===== src/rtl/core/egos_pkg.sv =====
`default_nettype none
package egos_pkg;

    localparam int RANGE_BITS_DEF = 13;
    localparam int CFG_INDEX_W    = 3;
    localparam int CFG_DATA_W     = 16;
    localparam int TIME_W         = 32;

    typedef enum logic [1:0] {
        CMD_HOLD = 2'd0,
        CMD_FWD  = 2'd1,
        CMD_REV  = 2'd2,
        CMD_SPIN = 2'd3
    } cmd_t;

    typedef enum logic [1:0] {
        PAT_STRAIGHT = 2'd0,
        PAT_CURVED   = 2'd1,
        PAT_FORWARD  = 2'd2
    } pattern_t;

    typedef enum logic [CFG_INDEX_W-1:0] {
        REG_SEARCH_PATTERN = 3'd0,
        REG_FOUND_DISTANCE = 3'd1,
        REG_SPIN_DURATION  = 3'd2,
        REG_DRIVE_LEVEL    = 3'd3,
        REG_CURVE_AMOUNT   = 3'd4
    } reg_index_t;

    localparam pattern_t    SEARCH_PATTERN_RST = PAT_CURVED;
    localparam int          FOUND_DISTANCE_RST = 200;
    localparam logic [15:0] SPIN_DURATION_RST  = 16'd300;
    localparam logic [7:0]  DRIVE_LEVEL_RST    = 8'd255;
    localparam logic [7:0]  CURVE_AMOUNT_RST   = 8'd64;
    localparam logic [7:0]  CURVE_MAX          = 8'd128;

    typedef struct packed {
        pattern_t    search_pattern;
        logic [15:0] spin_duration_ms;
        logic [7:0]  drive_level;
        logic [7:0]  curve_amount;
    } cfg_t;

    typedef struct packed {
        cmd_t       command;
        logic [7:0] curve;
        logic       spin_right;
        logic [7:0] level;
    } result_t;

endpackage
`default_nettype wire


===== src/rtl/core/egos_tick_if.sv =====
`default_nettype none
interface egos_tick_if #(
    parameter int RANGE_BITS = egos_pkg::RANGE_BITS_DEF
);
    import egos_pkg::*;

    logic                  valid;
    logic                  ready;
    logic                  edge_left;
    logic                  edge_right;
    logic                  edge_back;
    logic                  front_seen;
    logic [RANGE_BITS-1:0] left_range;
    logic [RANGE_BITS-1:0] right_range;
    logic [TIME_W-1:0]     now_ms;

    modport source (
        output valid, edge_left, edge_right, edge_back, front_seen,
               left_range, right_range, now_ms,
        input  ready
    );

    modport sink (
        input  valid, edge_left, edge_right, edge_back, front_seen,
               left_range, right_range, now_ms,
        output ready
    );
endinterface
`default_nettype wire


===== src/rtl/core/egos_cmd_if.sv =====
`default_nettype none
interface egos_cmd_if;
    logic       valid;
    logic       ready;
    logic [1:0] command;
    logic [7:0] curve;
    logic       spin_right;
    logic [7:0] level;

    modport source (
        output valid, command, curve, spin_right, level,
        input  ready
    );

    modport sink (
        input  valid, command, curve, spin_right, level,
        output ready
    );
endinterface
`default_nettype wire


===== src/rtl/core/egos_cfg_regs.sv =====
`default_nettype none
module egos_cfg_regs #(
    parameter int RANGE_BITS = egos_pkg::RANGE_BITS_DEF
) (
    input  wire logic                               clk,
    input  wire logic                               rst_n,
    input  wire logic                               cfg_wr_en,
    input  wire logic [egos_pkg::CFG_INDEX_W-1:0]   cfg_index,
    input  wire logic [egos_pkg::CFG_DATA_W-1:0]    cfg_wr_data,
    output egos_pkg::cfg_t                          cfg,
    output logic [RANGE_BITS-1:0]                   found_distance
);
    import egos_pkg::*;

    cfg_t                  cfg_reg;
    logic [RANGE_BITS-1:0] found_distance_reg;

    always_ff @(posedge clk or negedge rst_n)
    begin
        if (!rst_n)
        begin
            cfg_reg.search_pattern   <= SEARCH_PATTERN_RST;
            cfg_reg.spin_duration_ms <= SPIN_DURATION_RST;
            cfg_reg.drive_level      <= DRIVE_LEVEL_RST;
            cfg_reg.curve_amount     <= CURVE_AMOUNT_RST;
            found_distance_reg       <= RANGE_BITS'(FOUND_DISTANCE_RST);
        end
        else if (cfg_wr_en)
        begin
            case (reg_index_t'(cfg_index))
                REG_SEARCH_PATTERN: cfg_reg.search_pattern   <= pattern_t'(cfg_wr_data[1:0]);
                REG_FOUND_DISTANCE: found_distance_reg       <= cfg_wr_data[RANGE_BITS-1:0];
                REG_SPIN_DURATION:  cfg_reg.spin_duration_ms <= cfg_wr_data[15:0];
                REG_DRIVE_LEVEL:    cfg_reg.drive_level      <= cfg_wr_data[7:0];
                REG_CURVE_AMOUNT:   cfg_reg.curve_amount     <= cfg_wr_data[7:0];
                default:            ;
            endcase
        end
    end

    assign cfg            = cfg_reg;
    assign found_distance = found_distance_reg;
endmodule
`default_nettype wire


===== src/rtl/core/egos_decide.sv =====
`default_nettype none
module egos_decide #(
    parameter int RANGE_BITS = egos_pkg::RANGE_BITS_DEF
) (
    input  wire logic                           clk,
    input  wire logic                           rst_n,
    input  wire logic                           fire,
    input  wire logic                           edge_left,
    input  wire logic                           edge_right,
    input  wire logic                           edge_back,
    input  wire logic                           front_seen,
    input  wire logic [RANGE_BITS-1:0]          left_range,
    input  wire logic [RANGE_BITS-1:0]          right_range,
    input  wire logic [egos_pkg::TIME_W-1:0]    now_ms,
    input  wire egos_pkg::cfg_t                 cfg,
    input  wire logic [RANGE_BITS-1:0]          found_distance,
    output egos_pkg::result_t                   result
);
    import egos_pkg::*;

    logic              edge_spinning_reg,   edge_spinning_next;
    logic [TIME_W-1:0] spin_start_reg,      spin_start_next;
    logic              was_reversing_reg,   was_reversing_next;
    logic              turn_right_next_reg, turn_right_next_next;
    logic              lock_left_reg,       lock_left_next;
    logic              lock_right_reg,      lock_right_next;

    logic [TIME_W-1:0] elapsed;
    logic              spin_done;
    logic [7:0]        curve_sat;
    logic              curved;
    logic              lock_mode;
    cmd_t              cmd;
    logic [7:0]        curve;
    logic              spin_right;

    assign elapsed   = now_ms - spin_start_reg;
    assign spin_done = elapsed >= TIME_W'(cfg.spin_duration_ms);
    assign curve_sat = (cfg.curve_amount > CURVE_MAX) ? CURVE_MAX : cfg.curve_amount;

    always_comb
    begin
        edge_spinning_next   = edge_spinning_reg;
        spin_start_next      = spin_start_reg;
        was_reversing_next   = was_reversing_reg;
        turn_right_next_next = turn_right_next_reg;
        lock_left_next       = lock_left_reg;
        lock_right_next      = lock_right_reg;
        cmd                  = CMD_HOLD;
        curve                = 8'd0;
        spin_right           = 1'b0;
        curved               = 1'b0;
        lock_mode            = 1'b0;

        case (cfg.search_pattern)
            PAT_STRAIGHT:
            begin
                lock_mode = 1'b1;
            end
            PAT_CURVED:
            begin
                lock_mode = 1'b1;
                curved    = 1'b1;
            end
            default:
            begin
                lock_mode = 1'b0;
            end
        endcase

        if (edge_spinning_reg)
        begin
            if (spin_done)
            begin
                edge_spinning_next = 1'b0;
            end
        end
        else if (edge_left || edge_right)
        begin
            turn_right_next_next = edge_left;
            was_reversing_next   = 1'b1;
            cmd                  = CMD_REV;
        end
        else if (edge_back)
        begin
            cmd = CMD_FWD;
        end
        else if (was_reversing_reg)
        begin
            edge_spinning_next = 1'b1;
            spin_start_next    = now_ms;
            was_reversing_next = 1'b0;
            cmd                = CMD_SPIN;
            spin_right         = turn_right_next_reg;
        end
        else if (!lock_mode)
        begin
            cmd = CMD_FWD;
        end
        else if (lock_right_reg)
        begin
            if (front_seen)
            begin
                lock_right_next = 1'b0;
            end
        end
        else if (lock_left_reg)
        begin
            if (front_seen)
            begin
                lock_left_next = 1'b0;
            end
        end
        else if (curved && front_seen)
        begin
            cmd = CMD_FWD;
        end
        else if (left_range < found_distance)
        begin
            lock_left_next = 1'b1;
            cmd            = CMD_SPIN;
        end
        else if (right_range < found_distance)
        begin
            lock_right_next = 1'b1;
            cmd             = CMD_SPIN;
            spin_right      = 1'b1;
        end
        else
        begin
            cmd   = CMD_FWD;
            curve = curved ? curve_sat : 8'd0;
        end
    end

    always_ff @(posedge clk or negedge rst_n)
    begin
        if (!rst_n)
        begin
            edge_spinning_reg   <= 1'b0;
            spin_start_reg      <= '0;
            was_reversing_reg   <= 1'b0;
            turn_right_next_reg <= 1'b0;
            lock_left_reg       <= 1'b0;
            lock_right_reg      <= 1'b0;
        end
        else if (fire)
        begin
            edge_spinning_reg   <= edge_spinning_next;
            spin_start_reg      <= spin_start_next;
            was_reversing_reg   <= was_reversing_next;
            turn_right_next_reg <= turn_right_next_next;
            lock_left_reg       <= lock_left_next;
            lock_right_reg      <= lock_right_next;
        end
    end

    assign result.command    = cmd;
    assign result.curve      = curve;
    assign result.spin_right = spin_right;
    assign result.level      = (cmd == CMD_HOLD) ? 8'd0 : cfg.drive_level;
endmodule
`default_nettype wire


===== src/rtl/core/edge_guarded_opponent_search.sv =====
`default_nettype none
// Edge-guarded opponent search: each tick beat yields exactly one command beat, in order.
// The block takes one tick per clock cycle while the output side is ready. A tick is held in
// the input register, where its command is decided, and the command is then offered from the
// result register. While the output side holds off, two ticks are held and the input stalls.
// The edge guard, spin timer and lock flags are updated in the single decision stage, so each
// tick sees everything the previous tick left behind. Configuration writes take effect on the
// next cycle and must be made while no tick is in flight.
module edge_guarded_opponent_search #(
    parameter int RANGE_BITS = egos_pkg::RANGE_BITS_DEF
) (
    input  wire logic                               clk,
    input  wire logic                               rst_n,
    input  wire logic                               cfg_wr_en,
    input  wire logic [egos_pkg::CFG_INDEX_W-1:0]   cfg_index,
    input  wire logic [egos_pkg::CFG_DATA_W-1:0]    cfg_wr_data,
    egos_tick_if.sink                               in_ch,
    egos_cmd_if.source                              out_ch
);
    import egos_pkg::*;

    cfg_t                  cfg;
    logic [RANGE_BITS-1:0] found_distance;

    logic                  in_valid_reg;
    logic                  edge_left_reg;
    logic                  edge_right_reg;
    logic                  edge_back_reg;
    logic                  front_seen_reg;
    logic [RANGE_BITS-1:0] left_range_reg;
    logic [RANGE_BITS-1:0] right_range_reg;
    logic [TIME_W-1:0]     now_ms_reg;

    logic                  out_valid_reg;
    result_t               result_reg;
    result_t               result;

    logic                  fire;
    logic                  in_take;

    assign fire     = in_valid_reg && (!out_valid_reg || out_ch.ready);
    assign in_ch.ready = !in_valid_reg || fire;
    assign in_take  = in_ch.valid && in_ch.ready;

    egos_cfg_regs #(
        .RANGE_BITS (RANGE_BITS)
    ) u_cfg_regs (
        .clk            (clk),
        .rst_n          (rst_n),
        .cfg_wr_en      (cfg_wr_en),
        .cfg_index      (cfg_index),
        .cfg_wr_data    (cfg_wr_data),
        .cfg            (cfg),
        .found_distance (found_distance)
    );

    always_ff @(posedge clk or negedge rst_n)
    begin
        if (!rst_n)
        begin
            in_valid_reg <= 1'b0;
        end
        else if (in_ch.ready)
        begin
            in_valid_reg <= in_ch.valid;
        end
    end

    always_ff @(posedge clk)
    begin
        if (in_take)
        begin
            edge_left_reg   <= in_ch.edge_left;
            edge_right_reg  <= in_ch.edge_right;
            edge_back_reg   <= in_ch.edge_back;
            front_seen_reg  <= in_ch.front_seen;
            left_range_reg  <= in_ch.left_range;
            right_range_reg <= in_ch.right_range;
            now_ms_reg      <= in_ch.now_ms;
        end
    end

    egos_decide #(
        .RANGE_BITS (RANGE_BITS)
    ) u_decide (
        .clk            (clk),
        .rst_n          (rst_n),
        .fire           (fire),
        .edge_left      (edge_left_reg),
        .edge_right     (edge_right_reg),
        .edge_back      (edge_back_reg),
        .front_seen     (front_seen_reg),
        .left_range     (left_range_reg),
        .right_range    (right_range_reg),
        .now_ms         (now_ms_reg),
        .cfg            (cfg),
        .found_distance (found_distance),
        .result         (result)
    );

    always_ff @(posedge clk or negedge rst_n)
    begin
        if (!rst_n)
        begin
            out_valid_reg <= 1'b0;
        end
        else if (fire)
        begin
            out_valid_reg <= 1'b1;
        end
        else if (out_ch.ready)
        begin
            out_valid_reg <= 1'b0;
        end
    end

    always_ff @(posedge clk)
    begin
        if (fire)
        begin
            result_reg <= result;
        end
    end

    assign out_ch.valid      = out_valid_reg;
    assign out_ch.command    = result_reg.command;
    assign out_ch.curve      = result_reg.curve;
    assign out_ch.spin_right = result_reg.spin_right;
    assign out_ch.level      = result_reg.level;
endmodule
`default_nettype wire


===== src/flat_wrapper.sv =====
// flat-port wrapper written by rule: the top's interface ports become plain ports
module edge_guarded_opponent_search_flat import egos_pkg::*;
#(
    parameter int RANGE_BITS = egos_pkg::RANGE_BITS_DEF
)
  (clk, rst_n, cfg_wr_en, cfg_index, cfg_wr_data, in_ch_valid, in_ch_edge_left, in_ch_edge_right, in_ch_edge_back, in_ch_front_seen, in_ch_left_range, in_ch_right_range, in_ch_now_ms, in_ch_ready, out_ch_valid, out_ch_command, out_ch_curve, out_ch_spin_right, out_ch_level, out_ch_ready);
  egos_tick_if #(.RANGE_BITS(RANGE_BITS)) in_ch_i ();
  egos_cmd_if out_ch_i ();
  input  wire logic clk;
  input  wire logic rst_n;
  input  wire logic cfg_wr_en;
  input  wire logic [egos_pkg::CFG_INDEX_W-1:0] cfg_index;
  input  wire logic [egos_pkg::CFG_DATA_W-1:0] cfg_wr_data;
  input wire logic [$bits(in_ch_i.valid)-1:0] in_ch_valid;
  input wire logic [$bits(in_ch_i.edge_left)-1:0] in_ch_edge_left;
  input wire logic [$bits(in_ch_i.edge_right)-1:0] in_ch_edge_right;
  input wire logic [$bits(in_ch_i.edge_back)-1:0] in_ch_edge_back;
  input wire logic [$bits(in_ch_i.front_seen)-1:0] in_ch_front_seen;
  input wire logic [$bits(in_ch_i.left_range)-1:0] in_ch_left_range;
  input wire logic [$bits(in_ch_i.right_range)-1:0] in_ch_right_range;
  input wire logic [$bits(in_ch_i.now_ms)-1:0] in_ch_now_ms;
  output wire logic [$bits(in_ch_i.ready)-1:0] in_ch_ready;
  output wire logic [$bits(out_ch_i.valid)-1:0] out_ch_valid;
  output wire logic [$bits(out_ch_i.command)-1:0] out_ch_command;
  output wire logic [$bits(out_ch_i.curve)-1:0] out_ch_curve;
  output wire logic [$bits(out_ch_i.spin_right)-1:0] out_ch_spin_right;
  output wire logic [$bits(out_ch_i.level)-1:0] out_ch_level;
  input wire logic [$bits(out_ch_i.ready)-1:0] out_ch_ready;
  assign in_ch_i.valid = in_ch_valid;
  assign in_ch_i.edge_left = in_ch_edge_left;
  assign in_ch_i.edge_right = in_ch_edge_right;
  assign in_ch_i.edge_back = in_ch_edge_back;
  assign in_ch_i.front_seen = in_ch_front_seen;
  assign in_ch_i.left_range = in_ch_left_range;
  assign in_ch_i.right_range = in_ch_right_range;
  assign in_ch_i.now_ms = in_ch_now_ms;
  assign in_ch_ready = in_ch_i.ready;
  assign out_ch_valid = out_ch_i.valid;
  assign out_ch_command = out_ch_i.command;
  assign out_ch_curve = out_ch_i.curve;
  assign out_ch_spin_right = out_ch_i.spin_right;
  assign out_ch_level = out_ch_i.level;
  assign out_ch_i.ready = out_ch_ready;
  edge_guarded_opponent_search #(.RANGE_BITS(RANGE_BITS)) u_core (.clk(clk), .rst_n(rst_n), .cfg_wr_en(cfg_wr_en), .cfg_index(cfg_index), .cfg_wr_data(cfg_wr_data), .in_ch(in_ch_i), .out_ch(out_ch_i));
endmodule

===== config.mk =====
export PLATFORM = sky130hd
export DESIGN_NAME = edge_guarded_opponent_search_flat
export DESIGN_NICKNAME = d
export VERILOG_FILES = /design/src/rtl/core/egos_pkg.sv /design/src/rtl/core/egos_tick_if.sv /design/src/rtl/core/egos_cmd_if.sv /design/src/rtl/core/egos_cfg_regs.sv /design/src/rtl/core/egos_decide.sv /design/src/rtl/core/edge_guarded_opponent_search.sv /design/src/flat_wrapper.sv
export SDC_FILE = /design/constraint.sdc
export NUM_CORES = 1
export LEC_CHECK = 0
export ABC_AREA = 1
export BUFFER_PORTS_ARGS = -buffer_cell sky130_fd_sc_hd__buf_2
export CAP_MARGIN = 20
export CELL_PAD_IN_SITES_DETAIL_PLACEMENT = 0
export CELL_PAD_IN_SITES_GLOBAL_PLACEMENT = 1
export CORE_UTILIZATION = 44
export CTS_CLUSTER_SIZE = 10
export DETAILED_ROUTE_END_ITERATION = 8
export GPL_ROUTABILITY_DRIVEN = 0
export PLACE_DENSITY = 0.84
export SYNTH_ARGS = -nofsm -noshare
export SYNTH_HDL_FRONTEND = slang
export SYNTH_SLANG_ARGS = --single-unit

===== constraint.sdc =====
create_clock -name clk -period 2.85 [get_ports clk]
set_input_delay 0.285 -clock clk [delete_from_list [all_inputs] [get_ports clk]]
set_output_delay 0.285 -clock clk [all_outputs]
set_load 0.01 [all_outputs]

==> results.yml <==
synthesis:
  yosysWarnings: 0
  ys_types: 36
  syn_nets: 1321
  ys.flop_type: "edfxtp_1"
  syn_area_per_cell_um2: 8.16
  yosysSeqAreaShare: 0.486
  synth_area_um2: 9490
  synth_cells: 1163
  synth_edf_count: 81
  ys_ff_latch: 167
  async_flop_share: 0.515
drt:
  drtAntennaViolNets: 0
  routedWlPerCell_um: 13.9
  totalWireLength_um: 22300
  remaining_drc_errors: 0
  avgViaCountPerCell: 4.73
  drt_iter0_drc: 423
  num_vias: 7582
  first_pass_iters: 5
critical_path:
  cp.arrival_ps: 3240
  crit_type: "register to register"
  startpoint_type: "register"
  worst_setup_path_end_kind: "register"
  required_ps: 3220
  crit_fanout: 5
layout:
  finish.net_count: 1472
  final_common_cell: "nand2_1"
  largest_reg_flops: 34
  antenna_cells: 0
  syn_to_final_growth_pct: 20.4
  fill_cells: 1999
  drive_gt1_frac: 0.192
  mostFrequentLayoutCells: "nand2_1, inv_1, buf_2, nor2_1, edfxtp_1"
global_route:
  overflow: 0
  grt_pass1_vias: 7241
  grt_pass1_wl_um: 36200
  grt_usage: 0.213
  grt_max_degree: 86
  antenna_found_initial: 0
sta:
  finClkSkew_ps: 9.32
  rsz0062_at_grt: "yes"
  finalHoldViolCount: 0
  period_share: 1.00
  setup_ws_ps: -13.7
  finalCriticalPeriod_ps: 2860
  fmax_mhz: 349
  drv_slew: 0
  setup_viol: 1
  hold_slack_ps: 20.4
  tightestPinTransition_ps: 873
  relSlewSlack: 0.417
power:
  leakagePower_uw: 0.00589
  p_per_area_nw_per_um2: 926
  ir_drop_v: 0.000468
outcome:
  status: "complete, but fails checks"
  violations: "negative setup slack"
cts:
  cts_tree: "yes"
  h-tree-depth: 4
  clk_pin_slew_ps: 80
  clk_latency_ps: 440
  clk_path_buf_depth: 2
  clock-sinks: 167
  cts_root_buffer: "clkbuf_16"
  numCtsBuffers: 17
floorplan:
  ios: 107
  rows: 53
  die_height_um: 149
  die_area_um2: 22100
  fp.dieW_um: 149
  initial_core_util: 0.450
  core_area_um2: 21100
place:
  io_buffers: 106
  place_worst_setup_slack_ps: -30.4
  place.detailed.hpwl_um: 17100
job:
  maxCapViolCount: 0
min_path:
  hold_path_class: "input port to register"
==> repair_timing <==
item                                    4_1_cts  5_1_grt
resized for setup                             9       13
endpoints found under the hold margin        69        0
endpoints found under the setup margin        1        1
hold buffers                                  1        0
pin swaps                                     0        5
setup buffers                                 0        3
==> cell type report <==
class | count | area (um^2) | area share
clock inverter | 15 | 185 | 0.0162
multi-input combinational | 753 | 4140 | 0.362
timing repair buffer | 145 | 866 | 0.0758
inverter | 230 | 863 | 0.0756
tap | 275 | 344 | 0.0301
sequential | 167 | 4610 | 0.403
clock buffer | 17 | 425 | 0.0372
==> worst paths after layout <==
path,slack [ps],start,to,depth (start not counted)
worst min register to register,490,u_core.u_cfg_regs.cfg[18],u_core.u_cfg_regs.cfg[18],2
min in group asynchronous,180,rst_n,u_core.u_cfg_regs.found_distance[4],2
worst max register to register,-10,u_core.now_ms_reg[2],u_core.u_decide.edge_spinning_reg,24
worst min-delay path,20,in_ch_now_ms[2],u_core.now_ms_reg[2],1
max in group asynchronous,2000,rst_n,u_core.u_cfg_regs.cfg[8],3
worst max-delay path,-10,u_core.now_ms_reg[2],u_core.u_decide.edge_spinning_reg,24
==> cell families after synthesis <==
family / after synthesis / share of synthesized area
DFF: 167 / 0.486
adders and majority gates: 72 / 0.0958
buffers and inverters: 243 / 0.0967
xor gates and xnor gates: 15 / 0.0139
AOI/OAI and AO/OA: 139 / 0.0778
and+or+nand+nor: 526 / 0.229
muxes: 1 / 0.00119
==> report_power, final <==
group | internal, uW | switching [uW] | leakage [uW]
combinational | 2000 | 2970 | 0.00383
sequential | 3060 | 195 | 0.00177
clock | 1260 | 1100 | 0.000295
total | 6320 | 4260 | 0.00589
==> Yosys cell counts, drive strengths merged (2+ instances only) <==
master | n | area [um^2]
a21boi | 8 | 60.1
a21oi | 69 | 345
and3 | 2 | 12.5
buf | 4 | 20.0
clkbuf | 9 | 33.8
dfrtp | 69 | 1730
dfstp | 17 | 447
edfxtp | 81 | 2430
ha | 71 | 888
inv | 230 | 863
nand2 | 350 | 1350
nand3 | 34 | 175
nand3b | 3 | 22.5
nand4 | 12 | 75.1
nor2 | 112 | 445
nor3 | 9 | 65.1
o21ai | 55 | 275
o31ai | 2 | 15.0
xnor2 | 3 | 26.3
xor2 | 12 | 105
==> through the flow <==
| stage | std cells | TNS, ps | util | total power (uW) | area (um^2) |
|---|---|---|---|---|---|
| 2_1_floorplan | 1163 | 0 | - | 6510 | 9490 |
| 3_3_place_gp | 1566 | 0 | 0.503 | 7940 | 10600 |
| 3_5_place_dp | 1566 | -30.4 | 0.503 | 8010 | 10600 |
| 4_1_cts | 1599 | 0 | 0.537 | 10500 | 11300 |
| 5_1_grt | 1602 | -309 | 0.542 | 11500 | 11400 |
| 6_report | 1602 | -13.7 | 0.542 | 10600 | 11400 |
==> critical path, stage by stage, from the launching register on <==
cell and delay, ps:
edfxtp_1 440, ha_4 320, nand2_1 50, nand2_1 90
inv_1 60, nand2_2 90, nand2_1 70, nand2_2 110
nand2_1 80, nand2_2 70, xor2_1 150, ha_1 260
nand2_1 90, nor2_1 50, a211oi_1 180, nand2_1 80
nor2_1 90, nand2_1 50, nor2_1 80, nand2_1 60
nor2_2 90, nand2_1 50, nand2_1 50, nand2_1 70
nand2_1 60
==> layer usage <==
| metal | vias to the layer above | global-route usage | part of all wire |
|---|---|---|---|
| li1 | 3948 | - | - |
| met1 | 3467 | 0.286 | 0.47 |
| met2 | 147 | 0.357 | 0.48 |
| met3 | 20 | 0.0327 | 0.039 |
| met4 | 0 | 0.0607 | 0.012 |
| met5 | - | 0 | 0 |
Note: power is estimated with default switching activity, not from simulation.
